### config.mk
export PLATFORM = sky130hd
export DESIGN_NAME = sorted_index_equi_join
export DESIGN_NICKNAME = d
export VERILOG_FILES = /design/src/hdl/sij_pkg.sv /design/src/hdl/sorted_index_equi_join.sv /design/src/hdl/sij_ram.sv /design/src/hdl/sij_ctrl.sv
export SDC_FILE = /design/constraint.sdc
export NUM_CORES = 2
export LEC_CHECK = 0
export ABC_AREA = 0
export BUFFER_PORTS_ARGS = -buffer_cell sky130_fd_sc_hd__buf_2
export CAP_MARGIN = 20
export CORE_AREA = 3 3 662 993
export CTS_BUF_LIST = sky130_fd_sc_hd__clkbuf_8
export DETAILED_ROUTE_END_ITERATION = 12
export DIE_AREA = 0 0 665 996
export SLEW_MARGIN = 10
export SYNTH_ARGS = -nofsm -noshare
export SYNTH_HDL_FRONTEND = slang
export SYNTH_HIERARCHICAL = 1
export SYNTH_SLANG_ARGS = --single-unit
### constraint.sdc
create_clock -name clk -period 26.9 [get_ports clk]
set_input_delay 5.38 -clock clk [delete_from_list [all_inputs] [get_ports clk]]
set_output_delay 5.38 -clock clk [all_outputs]
set_load 0.02 [all_outputs]
### src/hdl/sij_pkg.sv
`default_nettype none
package sij_pkg;
  localparam int TableDepth = 64;
  localparam int FieldBits  = 32;
  localparam int IdxBits    = $clog2(TableDepth);
  localparam int CntBits    = $clog2(TableDepth + 1);

  typedef enum logic [1:0] {
    OP_LOAD  = 2'd0,
    OP_PROBE = 2'd1,
    OP_CLEAR = 2'd2,
    OP_NONE  = 2'd3
  } op_t;

  typedef enum logic [2:0] {
    ST_MATCH   = 3'd0,
    ST_NOMATCH = 3'd1,
    ST_LOADED  = 3'd2,
    ST_FULL    = 3'd3,
    ST_CLEARED = 3'd4
  } status_t;

  typedef struct packed {
    logic [1:0]  opcode;
    logic [31:0] tuple_key;
    logic [31:0] tuple_val;
  } in_word_t;

  typedef struct packed {
    logic [2:0]  status;
    logic [31:0] left_key;
    logic [31:0] left_val;
    logic [31:0] right_key;
    logic [31:0] right_val;
    logic        last;
  } out_word_t;

  // One index entry: value, key.
  localparam int EntryBits = 2 * FieldBits;
endpackage
`default_nettype wire

### src/hdl/sorted_index_equi_join.sv
`default_nettype none
// Sorted-index equi-join engine.
// Input channel: a word (opcode, tuple_key, tuple_val) is taken when start is
// high and busy is low. Opcode load inserts a right tuple into an index kept
// sorted by value (equal values stay in load order); probe finds every entry
// with an equal value; clear empties the index; the unused code is ignored.
// Result channel: each result word is shown for one cycle with out_valid high;
// the receiver cannot stall. The final word of an item carries last.
// Sequencing: one index RAM (single write, single registered read) is the shared
// unit. A binary search halves through S_SRCH_RD and S_SRCH_CMP; a load then
// moves entries up via S_SHIFT_RD and S_SHIFT_WR; a probe scans via S_SCAN_RD
// and S_SCAN_CMP. A match is held until another is found; the last goes out
// when the scan stops. Clear and full-table loads answer in the next cycle.
// The next item is taken once busy drops.
// Reset empties the index; entry contents are not cleared and never read
// beyond the fill count.
module sorted_index_equi_join
  import sij_pkg::*;
(
  input  wire logic      clk,
  input  wire logic      rst_n,
  input  wire logic      start,
  input  wire in_word_t  in_word,
  output logic           busy,
  output logic           out_valid,
  output out_word_t      out_word
);
  logic                 ram_we;
  logic [IdxBits-1:0]   ram_waddr, ram_raddr;
  logic [EntryBits-1:0] ram_wdata, ram_rdata;

  sij_ctrl u_ctrl (
    .clk, .rst_n, .start, .in_word, .busy, .out_valid, .out_word,
    .ram_we, .ram_waddr, .ram_wdata, .ram_raddr, .ram_rdata
  );

  sij_ram #(.Width(EntryBits), .Depth(TableDepth)) u_index (
    .clk, .we(ram_we), .waddr(ram_waddr), .wdata(ram_wdata),
    .raddr(ram_raddr), .rdata(ram_rdata)
  );
endmodule
`default_nettype wire

### src/hdl/sij_ram.sv
`default_nettype none
module sij_ram #(
  parameter int Width = 8,
  parameter int Depth = 4
) (
  input  wire logic                     clk,
  input  wire logic                     we,
  input  wire logic [$clog2(Depth)-1:0] waddr,
  input  wire logic [Width-1:0]         wdata,
  input  wire logic [$clog2(Depth)-1:0] raddr,
  output logic      [Width-1:0]         rdata
);
  logic [Width-1:0] mem [Depth];

  always_ff @(posedge clk) begin
    if (we) begin
      mem[waddr] <= wdata;
    end
    rdata <= mem[raddr];
  end
endmodule
`default_nettype wire

### src/hdl/sij_ctrl.sv
`default_nettype none
module sij_ctrl
  import sij_pkg::*;
(
  input  wire logic      clk,
  input  wire logic      rst_n,
  input  wire logic      start,
  input  wire in_word_t  in_word,
  output logic           busy,
  output logic           out_valid,
  output out_word_t      out_word,
  output logic           ram_we,
  output logic [IdxBits-1:0]   ram_waddr,
  output logic [EntryBits-1:0] ram_wdata,
  output logic [IdxBits-1:0]   ram_raddr,
  input  wire logic [EntryBits-1:0] ram_rdata
);
  typedef enum logic [2:0] {
    S_IDLE, S_SRCH_RD, S_SRCH_CMP, S_SHIFT_RD, S_SHIFT_WR, S_SCAN_RD, S_SCAN_CMP
  } state_t;

  state_t              state_r;
  logic [CntBits-1:0]  count_r;
  logic [CntBits-1:0]  lo_r, hi_r, ptr_r;
  logic [1:0]          op_r;
  logic [FieldBits-1:0] key_r, val_r;
  logic                found_r;
  logic [FieldBits-1:0] held_key_r;
  logic [CntBits-1:0]  mid;
  logic [FieldBits-1:0] rd_val, rd_key;
  logic                go_right;

  function automatic out_word_t mk_word(input status_t st,
                                        input logic [FieldBits-1:0] lk,
                                        input logic [FieldBits-1:0] lv,
                                        input logic [FieldBits-1:0] rk,
                                        input logic [FieldBits-1:0] rv,
                                        input logic lst);
    out_word_t w;
    w.status    = st;
    w.left_key  = lk;
    w.left_val  = lv;
    w.right_key = rk;
    w.right_val = rv;
    w.last      = lst;
    return w;
  endfunction

  assign busy = (state_r != S_IDLE);
  assign mid  = lo_r + ((hi_r - lo_r) >> 1);
  assign rd_val = ram_rdata[EntryBits-1:FieldBits];
  assign rd_key = ram_rdata[FieldBits-1:0];
  // Shared comparator: upper bound for load, lower bound for probe.
  assign go_right = (op_r == OP_LOAD) ? (rd_val <= val_r) : (rd_val < val_r);

  always_comb begin
    ram_we    = 1'b0;
    ram_waddr = ptr_r[IdxBits-1:0];
    ram_wdata = {val_r, key_r};
    ram_raddr = mid[IdxBits-1:0];
    case (state_r)
      S_SHIFT_RD: ram_raddr = ptr_r[IdxBits-1:0] - 1'b1;
      S_SCAN_RD:  ram_raddr = ptr_r[IdxBits-1:0];
      S_SHIFT_WR: begin
        ram_we = 1'b1;
        if (ptr_r != lo_r) ram_wdata = ram_rdata;
      end
      default: ;
    endcase
  end

  always_ff @(posedge clk) begin
    if (!rst_n) begin
      state_r   <= S_IDLE;
      count_r   <= '0;
      out_valid <= 1'b0;
    end else begin
      out_valid <= 1'b0;
      case (state_r)
        S_IDLE: if (start) begin
          op_r  <= in_word.opcode;
          key_r <= in_word.tuple_key;
          val_r <= in_word.tuple_val;
          lo_r  <= '0;
          hi_r  <= count_r;
          found_r <= 1'b0;
          case (in_word.opcode)
            OP_LOAD: if (count_r == CntBits'(TableDepth)) begin
              out_word  <= mk_word(ST_FULL, '0, '0, '0, '0, 1'b1);
              out_valid <= 1'b1;
            end else begin
              state_r <= S_SRCH_RD;
            end
            OP_PROBE: state_r <= S_SRCH_RD;
            OP_CLEAR: begin
              count_r   <= '0;
              out_word  <= mk_word(ST_CLEARED, '0, '0, '0, '0, 1'b1);
              out_valid <= 1'b1;
            end
            default: ;
          endcase
        end
        S_SRCH_RD: begin
          if (lo_r == hi_r) begin
            ptr_r <= (op_r == OP_LOAD) ? count_r : lo_r;
            state_r <= (op_r == OP_LOAD) ? S_SHIFT_RD : S_SCAN_RD;
          end else begin
            state_r <= S_SRCH_CMP;
          end
        end
        S_SRCH_CMP: begin
          if (go_right) lo_r <= mid + 1'b1;
          else          hi_r <= mid;
          state_r <= S_SRCH_RD;
        end
        S_SHIFT_RD: state_r <= S_SHIFT_WR;
        S_SHIFT_WR: begin
          if (ptr_r == lo_r) begin
            count_r   <= count_r + 1'b1;
            out_word  <= mk_word(ST_LOADED, '0, '0, '0, '0, 1'b1);
            out_valid <= 1'b1;
            state_r   <= S_IDLE;
          end else begin
            ptr_r <= ptr_r - 1'b1;
            state_r <= S_SHIFT_RD;
          end
        end
        S_SCAN_RD: begin
          if (ptr_r == count_r) begin
            // Table end: the held match goes out as last, or a no-match word.
            if (found_r) begin
              out_word <= mk_word(ST_MATCH, key_r, val_r, held_key_r, val_r, 1'b1);
            end else begin
              out_word <= mk_word(ST_NOMATCH, key_r, val_r, '0, '0, 1'b1);
            end
            out_valid <= 1'b1;
            state_r <= S_IDLE;
          end else begin
            state_r <= S_SCAN_CMP;
          end
        end
        S_SCAN_CMP: begin
          ptr_r <= ptr_r + 1'b1;
          if (rd_val == val_r) begin
            // Another match follows, so the held one is not last.
            if (found_r) begin
              out_word  <= mk_word(ST_MATCH, key_r, val_r, held_key_r, val_r, 1'b0);
              out_valid <= 1'b1;
            end
            found_r    <= 1'b1;
            held_key_r <= rd_key;
            state_r    <= S_SCAN_RD;
          end else begin
            if (found_r) begin
              out_word <= mk_word(ST_MATCH, key_r, val_r, held_key_r, val_r, 1'b1);
            end else begin
              out_word <= mk_word(ST_NOMATCH, key_r, val_r, '0, '0, 1'b1);
            end
            out_valid <= 1'b1;
            state_r <= S_IDLE;
          end
        end
        default: state_r <= S_IDLE;
      endcase
    end
  end
endmodule
`default_nettype wire

# ---- Word-level counts from Yosys, hierarchy flattened
# Memory sizes are Yosys's and may differ from the RTL's. A register that Yosys moved wholly into a read port is not among the register bits.
# Index checks and enable logic that the tools add are counted.
dict set report word_totals {
  regBits 263
  ram_bits 4096
  input_bits 69
  out_inout_bits 134
  word_cells 123
  mem_count 1
}
# name words width rd rd_clocked_by_memory_dff wr line_no
set mem_list {}
lappend mem_list {u_index.mem 64 64 1 1 1 sij_ram.sv:13} ;# logic [Width-1:0] mem [Depth];
dict set report op_classes {
  add_sub_neg 7
  order_cmp 2
  eq_ne 28
  mux 50
  n_reduce_logical 18
}
# op n
set ops {}
lappend ops {{$mux W132} 6}
lappend ops {{$pmux W132 S4} 1}
lappend ops {{$pmux W132 S2} 1}
lappend ops {{$mux W130} 1}
lappend ops {{$mux W64} 2}
lappend ops {{$mux W7} 10}
lappend ops {{$pmux W7 S2} 3}
lappend ops {{$eq A32 B32 Y1} 1}
lappend ops {{$le A32 B32 Y1} 1}
lappend ops {{$lt A32 B32 Y1} 1}
lappend ops {{$add A7 B1 Y7 const B} 3}
lappend ops {{$eq A7 B7 Y1} 3}
lappend ops {{$pmux W3 S7} 1}
lappend ops {{$pmux W7 S3} 1}
lappend ops {{$reduce_and A4 Y1} 5}
lappend ops {{$mux W3} 6}
lappend ops {{$mux W1} 12}
lappend ops {{$pmux W6 S2} 1}
lappend ops {{$ne A2 B1 Y1 const B} 5}
lappend ops {{$eq A3 B3 Y1 const B} 3}
lappend ops {{$ne A3 B3 Y1 const B} 3}
lappend ops {{$reduce_and A3 Y1} 3}
lappend ops {{$ne A2 B2 Y1 const B} 4}
lappend ops {{$reduce_and A8 Y1} 1}
lappend ops {{other kinds (20)} 27}

# ---- Logic depth before layout (Yosys ltp)
dict set report depth {
  word_depth 5
  mapped_depth 21
  ltp_nobuf 19
}

# ---- By module
# Netlist, hierarchy kept.
# mod n_inst cells_each area_per_inst_um2 seq_area_each_um2
set modules_own_cells {}
lappend modules_own_cells {sij_ram 1 6598 156334.9 124279.2}
lappend modules_own_cells {sij_ctrl 1 893 12346.8 7787.5}

# ---- Worst setup path before layout
# No wires, ideal clock.
dict set report synth_timing {
  path_type {input -> register}
  startpoint {input port in_word[64] (netlist bit)}
  endpoint {register, netlist name u_ctrl/out_word[0]}
  setup_time_ns 0.992
  arrival_ns 19.581
  required_time_ns 25.908
  path_slack_ns 6.327
  stages 5
  path_buffers 0
  path_cell_list {nor4b_1 -> nand3_1 -> a211oi_1 -> a21oi_1 -> nor4b_1}
}
dict set report synth_via {
  elab_chain_cells 3
  elab_cells_between_ends 5
  cone_classes {eq/ne: 3; reduce/logical: 2}
}
# item line_no
set synth_rtl {}
lappend synth_rtl {{start: declaration} sorted_index_equi_join.sv:23} ;# input wire in_word_t in_word,
lappend synth_rtl {{$eq A2 B2 Y1 / $logic_not A2 Y1 (equally long branches)} sij_ctrl.sv:87} ;# case (in_word.opcode)
lappend synth_rtl {{$ne A3 B3 Y1 (no line) / $ne A3 B2 Y1 (equally long branches)} --}
lappend synth_rtl {{$reduce_and A8 Y1 (no line) *} --}
# Mark *: on every way between the ends. The rest lies on a longest branch, timed or not.
# A chain may end at the register's enable or synchronous reset.

# ---- Worst setup path in the final report
dict set report layout_timing {
  startpoint {register u_ctrl.state_r[2]}
  endpoint {output port busy}
}
dict set report layout_via {
  elab_chain_cells 1
}
# item line_no
set layout_rtl {}
lappend layout_rtl {{start: declaration} sij_ctrl.sv:22} ;# state_t state_r;
lappend layout_rtl {{start signal: assignment} sij_ctrl.sv:106} ;# state_r <= (op_r == OP_LOAD) ? S_SHIFT_RD : S_SCAN_RD;
lappend layout_rtl {{$reduce_bool A3 Y1} sij_ctrl.sv:49} ;# assign busy = (state_r != S_IDLE);
lappend layout_rtl {{end: declaration} sorted_index_equi_join.sv:24} ;# output logic busy,
# Every way passes these cells.

==> results.py <==
metrics = {
    "run_status": {
        "status": "completed",
    },
    "synth": {
        "syn_inst": 7491,
        "synth_seq_area_share": 0.783,
        "ys_ff_latch": 4423,
        "synth_area_um2": 169000,
        "postSynthAreaPerCell_um2": 22.5,
        "async_flop_share": 0,
        "synth.top_cell.area_share": 0.774,
        "netlist_top_cells_count": "4348 x edfxtp_1, 1024 x mux4_2, 177 x buf_2",
        "yosysTopAreaCell": "edfxtp_1",
        "synth_edf_count": 4348,
        "dominantRegCellSynth": "edfxtp_1",
        "synth_cell_types": 71,
        "syn_nets": 7617,
        "synthTopCellsByArea": "edfxtp_1 77%, mux4_2 14%, dfxtp_1 0.89%, mux2i_1 0.86%, a22oi_1 0.75%",
        "yosys_warnings": 6,
        "yosysMostFrequentCell": "edfxtp_1",
    },
    "hold_path": {
        "worstHoldStart": "u_index/rdata[26]",
        "min_to": "u_ctrl/held_key_r[26]",
        "hp-class": "flip-flop to flip-flop",
        "hold_depth": 0,
    },
    "place": {
        "post-place-ws_ns": 19.00,
        "dpl_cell_area_um2": 181000,
        "io_buffer_count": 202,
        "place.gp.congestion": 0.790,
        "hpwl_um": 267000,
    },
    "routing": {
        "antenna_left": 0,
        "drt_iter0_drc": 9149,
        "routed_wirelength_um": 483000,
        "drc": 0,
        "post_drt_wl_per_cell_um": 28.1,
        "routed-via-count": 83600,
        "firstDrtPassIters": 6,
        "vias_per_cell": 4.87,
    },
    "cts": {
        "clock_path_buffers": 4,
        "path_clk_slew_ns": 0.07,
        "cts.sinks": 4423,
        "post_cts_buffers": 0,
        "cts_resized": 0,
        "clock_latency_ns": 1.10,
        "cts_tree": "done",
        "cts_hold_buf": 0,
        "clockRootBuffer": "clkbuf_8",
        "cts_buffers": 578,
        "h-tree-depth": 6,
    },
    "floorplanning": {
        "num_rows": 363,
        "ios": 203,
        "die_y_um": 996,
        "die_w_um": 665,
        "start_util": 0.259,
        "dieArea_um2": 662000,
        "coreArea_um2": 650000,
    },
    "final_layout": {
        "nets": 8263,
        "fillers": 63000,
        "design_area_um2": 192000,
        "drive_gt1_frac": 0.280,
        "areaGrowthSynthToFinish_pct": 14.1,
    },
    "global_route": {
        "busiest_layer": "met2",
        "grt_pass1_vias": 85500,
        "gr-usage-met2": 0.259,
        "antenna_found_initial": 21,
        "met3_usage": 0.0193,
        "grtUsageTotal": 0.142,
        "grt_overflow": 0,
        "use_met1": 0.166,
        "grt_first_pass_wirelength_um": 672000,
        "grt_max_degree": 133,
    },
    "flow_run": {
        "cap_viol_max_count": 0,
    },
    "worst_setup_path": {
        "cp.arrival_ns": 2.35,
        "critPathKind": "flip-flop to primary output",
        "r2r_end": "u_index/rdata[8]",
        "cpMaxStageDelayCell": "or3_4",
        "crit_chain": "or3_4 > buf_2",
        "cp_max_fo": 18,
        "endpoint_kind": "primary output",
        "rr_worst_depth": 17,
        "r2r_slack_ns": 19.29,
        "critPathRequiredTime_ns": 21.52,
        "critPathLaunchType": "flip-flop",
        "path_delay_family": "simple AND/OR/NAND/NOR gates",
        "crit_buf_inv": 1,
        "crit_start": "u_ctrl/state_r[2]",
        "r2r-start": "u_ctrl/lo_r[0]",
        "cpPeakStageDelay_ns": 0.56,
    },
    "sta": {
        "setup_ws_ns": 19.17,
        "skew_ns": 0.107,
        "fin_crit_sh": 0.287,
        "layout_min_cycle_time_ns": 7.73,
        "finalSetupViolCount": 0,
        "timing.fmax_mhz": 129,
        "worstMarginPinSlew_ns": 1.21,
        "grt_setup_unrepaired": "false",
        "slew_headroom": 0.194,
        "hold_slack_ns": 0.433,
        "hold_viol_final": 0,
        "drv_slew": 0,
        "finalSetupTns_ns": 0,
    },
    "power": {
        "p_total_mw": 15.9,
        "p_leak_nw": 59.5,
        "power_density_nw_per_um2": 82.7,
        "ir_drop_uv": 77.8,
    },
}
-- worst max path at each step --
stage,to,slack [ns],depth (start not counted)
floorplan,u_ctrl/out_word[0],6.33,5
global placement,u_ctrl/out_word[53],18.90,7
detailed placement,u_ctrl/out_word[53],19.00,7
CTS,busy,19.06,2
global route,u_index/rdata[25],18.65,17
finish,busy,19.17,2
-- metal layers --
metal  part of all wire  vias up
met4              0.044        4
met2               0.53     4040
li1                   -    33000
met1               0.36    45600
met5           0.000058        -
met3              0.071      976
-- report_power, final --
group / total (mW) / switching, mW / internal (mW)
Combinational: 3.43 / 2.12 / 1.31
Clock: 4.71 / 2.49 / 2.22
Sequential: 7.77 / 0.110 / 7.66
Total: 15.9 / 4.72 / 11.2
-- final cells by class --
| cell class | instances | area [um2] | share of cell area |
|---|---|---|---|
| flip-flops and latches | 4423 | 132000 | 0.686 |
| repair buffers | 476 | 3790 | 0.0197 |
| diodes | 10 | 25.0 | 0.000130 |
| inverters | 73 | 274 | 0.00142 |
| clock inverters | 407 | 2090 | 0.0108 |
| well taps | 8577 | 10700 | 0.0558 |
| multi-input cells | 2585 | 35000 | 0.182 |
| clock buffers | 613 | 8440 | 0.0438 |
-- registers in the layout, summed over array words and instances, names as in the netlist, 32 cells and up --
signal / flops
u_ctrl/val_r: 32
u_ctrl/key_r: 32
u_ctrl/out_word: 132
u_ctrl/held_key_r: 32
u_index/mem: 4096
u_index/rdata: 64
-- per-stage QoR --
| stage | instances | utilization |
|---|---|---|
| 2_1_floorplan | 7491 | - |
| 3_3_place_gp | 16100 | 0.278 |
| 3_5_place_dp | 16100 | 0.278 |
| 4_1_cts | 17100 | 0.295 |
| 5_1_grt | 17200 | 0.296 |
| 6_report | 17200 | 0.296 |
-- cells by family (layout without fill, tap and decap cells) --
kind of cell / after synthesis / after routing / synth area share
adder cells (fa/ha/maj): 57 / 57 / 0.00436
XOR/XNOR: 37 / 37 / 0.00192
AO/OA/AOI/OAI: 611 / 611 / 0.0269
buffers and inverters: 483 / 1569 / 0.0137
multiplexers: 1234 / 1234 / 0.150
flip-flops: 4423 / 4423 / 0.783
other: 0 / 10 / 0
AND/OR/NAND/NOR: 646 / 646 / 0.0205
-- cell usage in the layout (no fill, tap or decap), types with 20 or more instances in the layout --
cell / count
a22oi_1: 168
a41oi_1: 27
or3_1: 29
a211oi_1: 65
inv_1: 251
mux2i_1: 145
dfxtp_1: 75
nand2_1: 94
clkinvlp_4: 26
buf_4: 218
nor2_1: 69
buf_12: 51
xnor2_1: 20
nand3_1: 54
o22ai_1: 83
edfxtp_1: 4348
clkinv_1: 125
a31oi_1: 21
mux4_2: 1024
ha_1: 54
nor2_4: 66
clkbuf_8: 613
and3_1: 65
or2_2: 31
o221ai_1: 38
clkinv_2: 49
buf_2: 202
o21ai_0: 30
a22o_1: 88
nor2b_1: 34
and2_1: 130
a21oi_1: 35
mux2_2: 52
(Power assumes the default switching activity.)
